File: src/design/mnep_pkg.sv
`timescale 1ns / 1ps
`default_nettype none
// ----------------------------------------------------------------------------
// mnep_pkg: shared constants and types for the midi note event parser
// byte class limits, note status nibbles and the result item record
// ----------------------------------------------------------------------------
package mnep_pkg;

  localparam int unsigned ByteW    = 8;
  localparam int unsigned NoteW    = 7;
  localparam int unsigned VelW     = 7;
  localparam int unsigned ChannelW = 4;

  // byte classes
  localparam logic [ByteW-1:0] VoiceMin  = 8'h80;
  localparam logic [ByteW-1:0] VoiceMax  = 8'hEF;
  localparam logic [ByteW-1:0] CommonMin = 8'hF0;
  localparam logic [ByteW-1:0] CommonMax = 8'hF7;
  localparam logic [ByteW-1:0] RealTimeMin = 8'hF8;

  // high nibble of the channel voice messages we decode
  localparam logic [3:0] NoteOffHi = 4'h8;
  localparam logic [3:0] NoteOnHi  = 4'h9;

  // running status value that means no status
  localparam logic [ByteW-1:0] NoStatus = 8'h00;

  typedef struct packed {
    logic             note_on;
    logic [NoteW-1:0] note_number;
    logic [VelW-1:0]  velocity;
  } note_event_t;

endpackage : mnep_pkg
`default_nettype wire

File: src/design/mnep_decode.sv
`timescale 1ns / 1ps
`default_nettype none
// ----------------------------------------------------------------------------
// mnep_decode: running status decoder
// classifies one byte, updates running status and pending note, builds event
// ----------------------------------------------------------------------------
module mnep_decode
  import mnep_pkg::*;
(
  input  wire logic                clk_i,
  input  wire logic                rst_ni,
  input  wire logic                fire_i,
  input  wire logic [ByteW-1:0]    byte_i,
  input  wire logic [ChannelW-1:0] channel_i,
  output logic                     evt_valid_o,
  output note_event_t              evt_o
);

  logic [ByteW-1:0] status_q, status_d;
  logic [NoteW-1:0] note_q, note_d;
  logic             have_q, have_d;

  logic is_voice, is_common, is_data;
  logic match_off, match_on;

  assign is_voice  = (byte_i >= VoiceMin) && (byte_i <= VoiceMax);
  assign is_common = (byte_i >= CommonMin) && (byte_i <= CommonMax);
  assign is_data   = ~byte_i[ByteW-1];

  assign match_off = (status_q == {NoteOffHi, channel_i});
  assign match_on  = (status_q == {NoteOnHi, channel_i});

  always_comb begin
    status_d    = status_q;
    note_d      = note_q;
    have_d      = have_q;
    evt_valid_o = 1'b0;
    evt_o.note_on     = match_on && (byte_i[VelW-1:0] != '0);
    evt_o.note_number = note_q;
    evt_o.velocity    = byte_i[VelW-1:0];
    if (fire_i) begin
      if (is_voice) begin
        status_d = byte_i;
        note_d   = '0;
        have_d   = 1'b0;
      end else if (is_common) begin
        status_d = NoStatus;
      end else if (is_data && (match_off || match_on)) begin
        if (!have_q) begin
          note_d = byte_i[NoteW-1:0];
          have_d = 1'b1;
        end else begin
          evt_valid_o = 1'b1;
          note_d      = '0;
          have_d      = 1'b0;
        end
      end
      // real-time bytes leave the state alone
    end
  end

  always_ff @(posedge clk_i or negedge rst_ni) begin
    if (!rst_ni) begin
      status_q <= NoStatus;
      note_q   <= '0;
      have_q   <= 1'b0;
    end else begin
      status_q <= status_d;
      note_q   <= note_d;
      have_q   <= have_d;
    end
  end

endmodule : mnep_decode
`default_nettype wire

File: src/design/mnep_out_reg.sv
`timescale 1ns / 1ps
`default_nettype none
// ----------------------------------------------------------------------------
// mnep_out_reg: result register
// holds one event item until the consumer takes it
// ----------------------------------------------------------------------------
module mnep_out_reg
  import mnep_pkg::*;
(
  input  wire logic         clk_i,
  input  wire logic         rst_ni,
  input  wire logic         load_en_i,
  input  wire logic         load_valid_i,
  input  wire note_event_t  load_evt_i,
  output logic              ready_o,
  output logic              out_valid_o,
  input  wire logic         out_stall_i,
  output note_event_t       out_evt_o
);

  logic        valid_q, valid_d;
  note_event_t evt_q, evt_d;

  assign ready_o = !valid_q || !out_stall_i;

  always_comb begin
    valid_d = valid_q;
    evt_d   = evt_q;
    if (load_en_i && ready_o) begin
      valid_d = load_valid_i;
      evt_d   = load_evt_i;
    end else if (valid_q && !out_stall_i) begin
      valid_d = 1'b0;
    end
  end

  always_ff @(posedge clk_i or negedge rst_ni) begin
    if (!rst_ni) begin
      valid_q <= 1'b0;
    end else begin
      valid_q <= valid_d;
    end
  end

  always_ff @(posedge clk_i) begin
    evt_q <= evt_d;
  end

  assign out_valid_o = valid_q;
  assign out_evt_o   = evt_q;

endmodule : mnep_out_reg
`default_nettype wire

File: src/design/midi_note_event_parser.sv
`timescale 1ns / 1ps
`default_nettype none
// ----------------------------------------------------------------------------
// midi_note_event_parser: note on / note off decoder with running status
// path: the closing byte is held in the input byte register, decoded, and then
// captured in the result register, whose valid flag drives out_valid_o
// throughput: one byte per cycle, sustained while the output is not stalled
// the single decode stage sits between the input byte register and the
// result register; the result register lets a byte in while empty or unstalled
// reset: running status none, no pending note, channel 0, both registers empty
// ----------------------------------------------------------------------------
module midi_note_event_parser
  import mnep_pkg::*;
(
  input  wire logic                clk_i,
  input  wire logic                rst_ni,
  // channel register write
  input  wire logic                cfg_we_i,
  input  wire logic [ChannelW-1:0] cfg_wdata_i,
  // byte input
  input  wire logic                in_valid_i,
  output logic                     in_stall_o,
  input  wire logic [ByteW-1:0]    midi_byte_i,
  // event output
  output logic                     out_valid_o,
  input  wire logic                out_stall_i,
  output logic                     note_on_o,
  output logic [NoteW-1:0]         note_number_o,
  output logic [VelW-1:0]          velocity_o
);

  // configured channel
  logic [ChannelW-1:0] channel_q;

  always_ff @(posedge clk_i or negedge rst_ni) begin
    if (!rst_ni) begin
      channel_q <= '0;
    end else if (cfg_we_i) begin
      channel_q <= cfg_wdata_i;
    end
  end

  // input byte register
  logic             in_valid_q, in_valid_d;
  logic [ByteW-1:0] byte_q, byte_d;
  logic             stage_ready;   // result register can take this item's outcome
  logic             stage_fire;    // byte in the input register is decoded now
  logic             in_fire;

  assign stage_fire = in_valid_q && stage_ready;
  // the input register frees up whenever its byte is decoded in this cycle
  assign in_stall_o = in_valid_q && !stage_ready;
  assign in_fire    = in_valid_i && !in_stall_o;

  always_comb begin
    in_valid_d = in_valid_q;
    byte_d     = byte_q;
    if (in_fire) begin
      in_valid_d = 1'b1;
      byte_d     = midi_byte_i;
    end else if (stage_fire) begin
      in_valid_d = 1'b0;
    end
  end

  always_ff @(posedge clk_i or negedge rst_ni) begin
    if (!rst_ni) begin
      in_valid_q <= 1'b0;
    end else begin
      in_valid_q <= in_valid_d;
    end
  end

  always_ff @(posedge clk_i) begin
    byte_q <= byte_d;
  end

  // decode and parser state; state advances only when the byte is consumed
  logic        evt_valid;
  note_event_t evt;

  mnep_decode u_decode (
    .clk_i       (clk_i),
    .rst_ni      (rst_ni),
    .fire_i      (stage_fire),
    .byte_i      (byte_q),
    .channel_i   (channel_q),
    .evt_valid_o (evt_valid),
    .evt_o       (evt)
  );

  // result register; bytes that make no event load an empty slot
  note_event_t out_evt;

  mnep_out_reg u_out_reg (
    .clk_i        (clk_i),
    .rst_ni       (rst_ni),
    .load_en_i    (in_valid_q),
    .load_valid_i (evt_valid),
    .load_evt_i   (evt),
    .ready_o      (stage_ready),
    .out_valid_o  (out_valid_o),
    .out_stall_i  (out_stall_i),
    .out_evt_o    (out_evt)
  );

  assign note_on_o     = out_evt.note_on;
  assign note_number_o = out_evt.note_number;
  assign velocity_o    = out_evt.velocity;

endmodule : midi_note_event_parser
`default_nettype wire
File: config.mk
export PLATFORM = sky130hd
export DESIGN_NAME = midi_note_event_parser
export DESIGN_NICKNAME = d
export VERILOG_FILES = /design/src/design/mnep_pkg.sv /design/src/design/mnep_decode.sv /design/src/design/mnep_out_reg.sv /design/src/design/midi_note_event_parser.sv
export SDC_FILE = /design/constraint.sdc
export NUM_CORES = 1
export LEC_CHECK = 0
export ABC_AREA = 1
export BUFFER_PORTS_ARGS = -buffer_cell sky130_fd_sc_hd__buf_2
export CAP_MARGIN = 40
export CORE_MARGIN = 8
export CORE_UTILIZATION = 58
export CTS_CLUSTER_SIZE = 40
export DETAILED_ROUTE_END_ITERATION = 16
export PLACE_DENSITY = 0.83
export SLEW_MARGIN = 25
export SYNTH_ARGS = -nofsm -noshare
export SYNTH_HDL_FRONTEND = slang
export SYNTH_HIERARCHICAL = 1
export SYNTH_SLANG_ARGS = --single-unit
export TNS_END_PERCENT = 20
File: constraint.sdc
create_clock -name clk_i -period 4.5 [get_ports clk_i]
set_input_delay 0.225 -clock clk_i [delete_from_list [all_inputs] [get_ports clk_i]]
set_output_delay 0.225 -clock clk_i [all_outputs]
set_load 0.02 [all_outputs]
==> summary.md <==
| Metric | Value |
|---|---|
| Status | `finished, final reports clean` |
| Post-synth top flop | `edfxtp_1` |
| Reg2Reg Setup Slack | `2.98 ns` |
| Average wire per standard cell | `13.3 um` |
| Pwr dens | `378 nW/um2` |
| Overall routed net length | `3200 um` |
| CP required | `4.49 ns` |
| CP max FO | `8` |
| Clock skew | `0.0119 ns` |
| # port buffers | `33` |
| Gate power share | `13.6%` |
| Cts repair resizes | `0` |
| Fin. max-slew vios | `0` |
| P_leak | `1.01 nW` |
| N_diodes | `0` |
| Area share of the largest cell type after synthesis | `37.8%` |
| CP endpoint | `byte_q[0]` |
| Via count | `1,226` |
| Worst Path Arrival | `1.51 ns` |
| Pre-CTS setup slack | `2.97 ns` |
| FF-to-FF path depth | `3` |
| Cell with the most instances after synthesis | `nand2_1` |
| Total gr overflow | `0` |
| Number of flops mapped to enable cells by yosys | `23` |
| Final worst path period share | `33.8%` |
| Fin crit period | `1.52 ns` |
| Area leader, netlist | `edfxtp_1` |
| Drt drc | `0` |
| Area grow syn2layout | `12.7%` |
| Core area | `3030 um2` |
| First-pass GRT wire length | `5430 um` |
| Worst VDD drop | `238 uV` |
| Final worst-path setup slack | `2.98 ns` |
| CTS buffer count | `5` |
| Syn Area/Cell | `11.4 um2` |
| Synth Net Count | `178` |
| Setup TNS | `0 ns` |
| 1st-iter DRT viols | `99` |
| Actual slew at the worst max-slew pin | `0.800 ns` |
| Final #Nets | `212` |
| Max-cap violations | `0` |
| Startpoint types | `register` |
| Top cells by count, synth | `nand2_1, edfxtp_1, dfrtp_1, inv_1, nand3_1` |
| Final setup violation count | `0` |
| Cells after Synth | `161` |
| Reg-to-Reg End | `byte_q[0]` |
| Sw power | `0.000213 W` |
| Initial Util | `60.4%` |
| Mapped cell area | `1830 um2` |
| Worst Setup SP | `u_out_reg/out_valid_o` |
| HPWL after detailed placement | `2430 um` |
| H-tree Lvls | `2` |
| #FFs+latches synth | `45` |
| Root buffer cell | `clkbuf_4` |
| Placer's final routability congestion estimate | `0.781` |
| Flop pwr share | `63.2%` |
| HP Class | `in -> reg` |
| Switching Share | `27.3%` |
| Skew-Pair Late Insertion Delay | `0.35 ns` |
| Adder-Cell Fraction of Synth Area | `0%` |
| FF-to-FF Start | `u_out_reg/out_valid_o` |
| Die Ht | `72.1 um` |
| Via/cell ratio | `5.11` |
| Rel. slew slack | `46.7%` |
| Ports | `34` |
| CTS tree | `built` |
| Die area | `5200 um2` |
| Internal power | `0.000566 W` |
| Pre-antenna DRT Iters | `4` |
| Main combinational cell family by area after synthesis | `simple AND/OR/NAND/NOR gates` |
| Register area share after synthesis | `67.9%` |
| Mux cell area share after synthesis | `0%` |
| ANT nets after route | `0` |
| Synth async-reset ratio | `48.9%` |
| Ys Warns | `6` |
| Netlist cell types | `25` |
| Worst Setup End Kind | `register` |
| Setup CP Type | `reg -> reg` |
| Synth Area in Compound Gates | `3.70%` |
| Fraction of layout cells with a size suffix above 1 | `28.6%` |
| Post-Synth Simple-Gate Area | `20.1%` |
| Clock network fraction of total power | `23.2%` |
| Largest net degree at the start of global routing | `23` |
| Tot GR Track Use | `13.6%` |
| Core Rows | `20` |
| Max clock buf depth | `2` |
| Maximum clock rate | `0.658 GHz` |
| Xor/xnor share of the synthesized area | `0.479%` |
| FILL cells | `209` |
| Final Hold Vio Count | `0` |
| Top cells by area, synth | `edfxtp_1, dfrtp_1, nand2_1` |
| Initial antenna violation count | `0` |
| RSZ-0062 raised after global routing | `no` |
| Clk sinks | `45` |
| Die W | `72.1 um` |
| Clock slew at reported path FFs | `0.11 ns` |
| Number of global-route vias before repair | `1,244` |
## cell usage in the layout, fill, tap and decap left out, types with 3 or more instances in the layout
| master | synthesis | layout |
|---|---|---|
| nand2_2 | 4 | 4 |
| edfxtp_1 | 23 | 23 |
| nand2_1 | 40 | 40 |
| buf_2 | 0 | 33 |
| dfrtp_1 | 22 | 22 |
| nand3_1 | 14 | 14 |
| inv_2 | 3 | 3 |
| clkbuf_4 | 0 | 5 |
| o22ai_1 | 3 | 3 |
| inv_1 | 19 | 19 |
| o21ai_0 | 6 | 6 |
## per-stage QoR
step | util (%) | power (W) | instance area, um2 | instances | hold WS, ns
floorplan | - | 0.000573 | 1830 | 161 | -0.0706
global placement | 65.9 | 0.000597 | 2000 | 231 | 0.202
detailed placement | 66.0 | 0.000605 | 2000 | 231 | 0.214
CTS | 68.1 | 0.000783 | 2060 | 240 | 0.0271
global route | 68.1 | 0.000816 | 2060 | 240 | 0.0255
finish | 68.1 | 0.000778 | 2060 | 240 | 0.0459
## timing repair
action / 4_1_cts / 5_1_grt
setup buffers: 0 / 0
endpoints found under the hold margin: 22 / 0
hold buffers: 1 / 0
## worst max-delay path, cell delays in order (launching register included)
cell and delay (ns):
dfrtp_1 0.42, nand2_1 0.15, inv_1 0.05, a21oi_1 0.55
## power groups by stage
stage          clock network, W  registers, W  logic [W]
2_1_floorplan                 0      0.000509  0.0000639
3_3_place_gp                  0      0.000498  0.0000993
3_5_place_dp                  0      0.000500   0.000105
4_1_cts                0.000185      0.000491   0.000106
5_1_grt                0.000203      0.000495   0.000118
6_report               0.000181      0.000492   0.000106
## state kept, by name, summed over array words and instances, names as in the netlist
signal	count
u_decode/status_q	8
in_valid_q	1
channel_q	4
u_out_reg/out_valid_o	1
u_out_reg/out_evt_o	15
byte_q	8
u_decode/note_q	7
u_decode/have_q	1
## cell families after synthesis
family | after synthesis
XOR/XNOR | 1
buffers and inverters | 31
AND/OR/NAND/NOR | 72
AO/OA/AOI/OAI | 12
flip-flops | 45
## metal layers
layer	vias up	track usage [%]	wire (um)
met4	0	8.84	83
met2	42	22.2	1590
met5	-	0	0
met3	9	4.27	221
met1	589	15.0	1300
li1	586	-	-
## area by class of cell
class / count / area (um2) / area share, %
sequential: 45 / 1240 / 60.2
multi-input combinational: 85 / 448 / 21.7
timing repair buffer: 34 / 175 / 8.50
inverter: 24 / 90.1 / 4.37
tap: 44 / 55.1 / 2.67
clock buffer: 6 / 41.3 / 2.00
clock inverter: 2 / 10.0 / 0.486
## worst min path at each step
stage | start | end | slack (ns) | cells after the start
4_1_cts | midi_byte_i[0] | byte_q[0] | 0.03 | 1
2_1_floorplan | rst_ni | channel_q[0] | -0.07 | 0
3_5_place_dp | rst_ni | in_valid_q | 0.21 | 1
5_1_grt | midi_byte_i[6] | byte_q[6] | 0.03 | 1
3_3_place_gp | rst_ni | in_valid_q | 0.20 | 1
6_report | midi_byte_i[7] | byte_q[7] | 0.05 | 1
No activity file was read; power rests on OpenSTA's default activity.
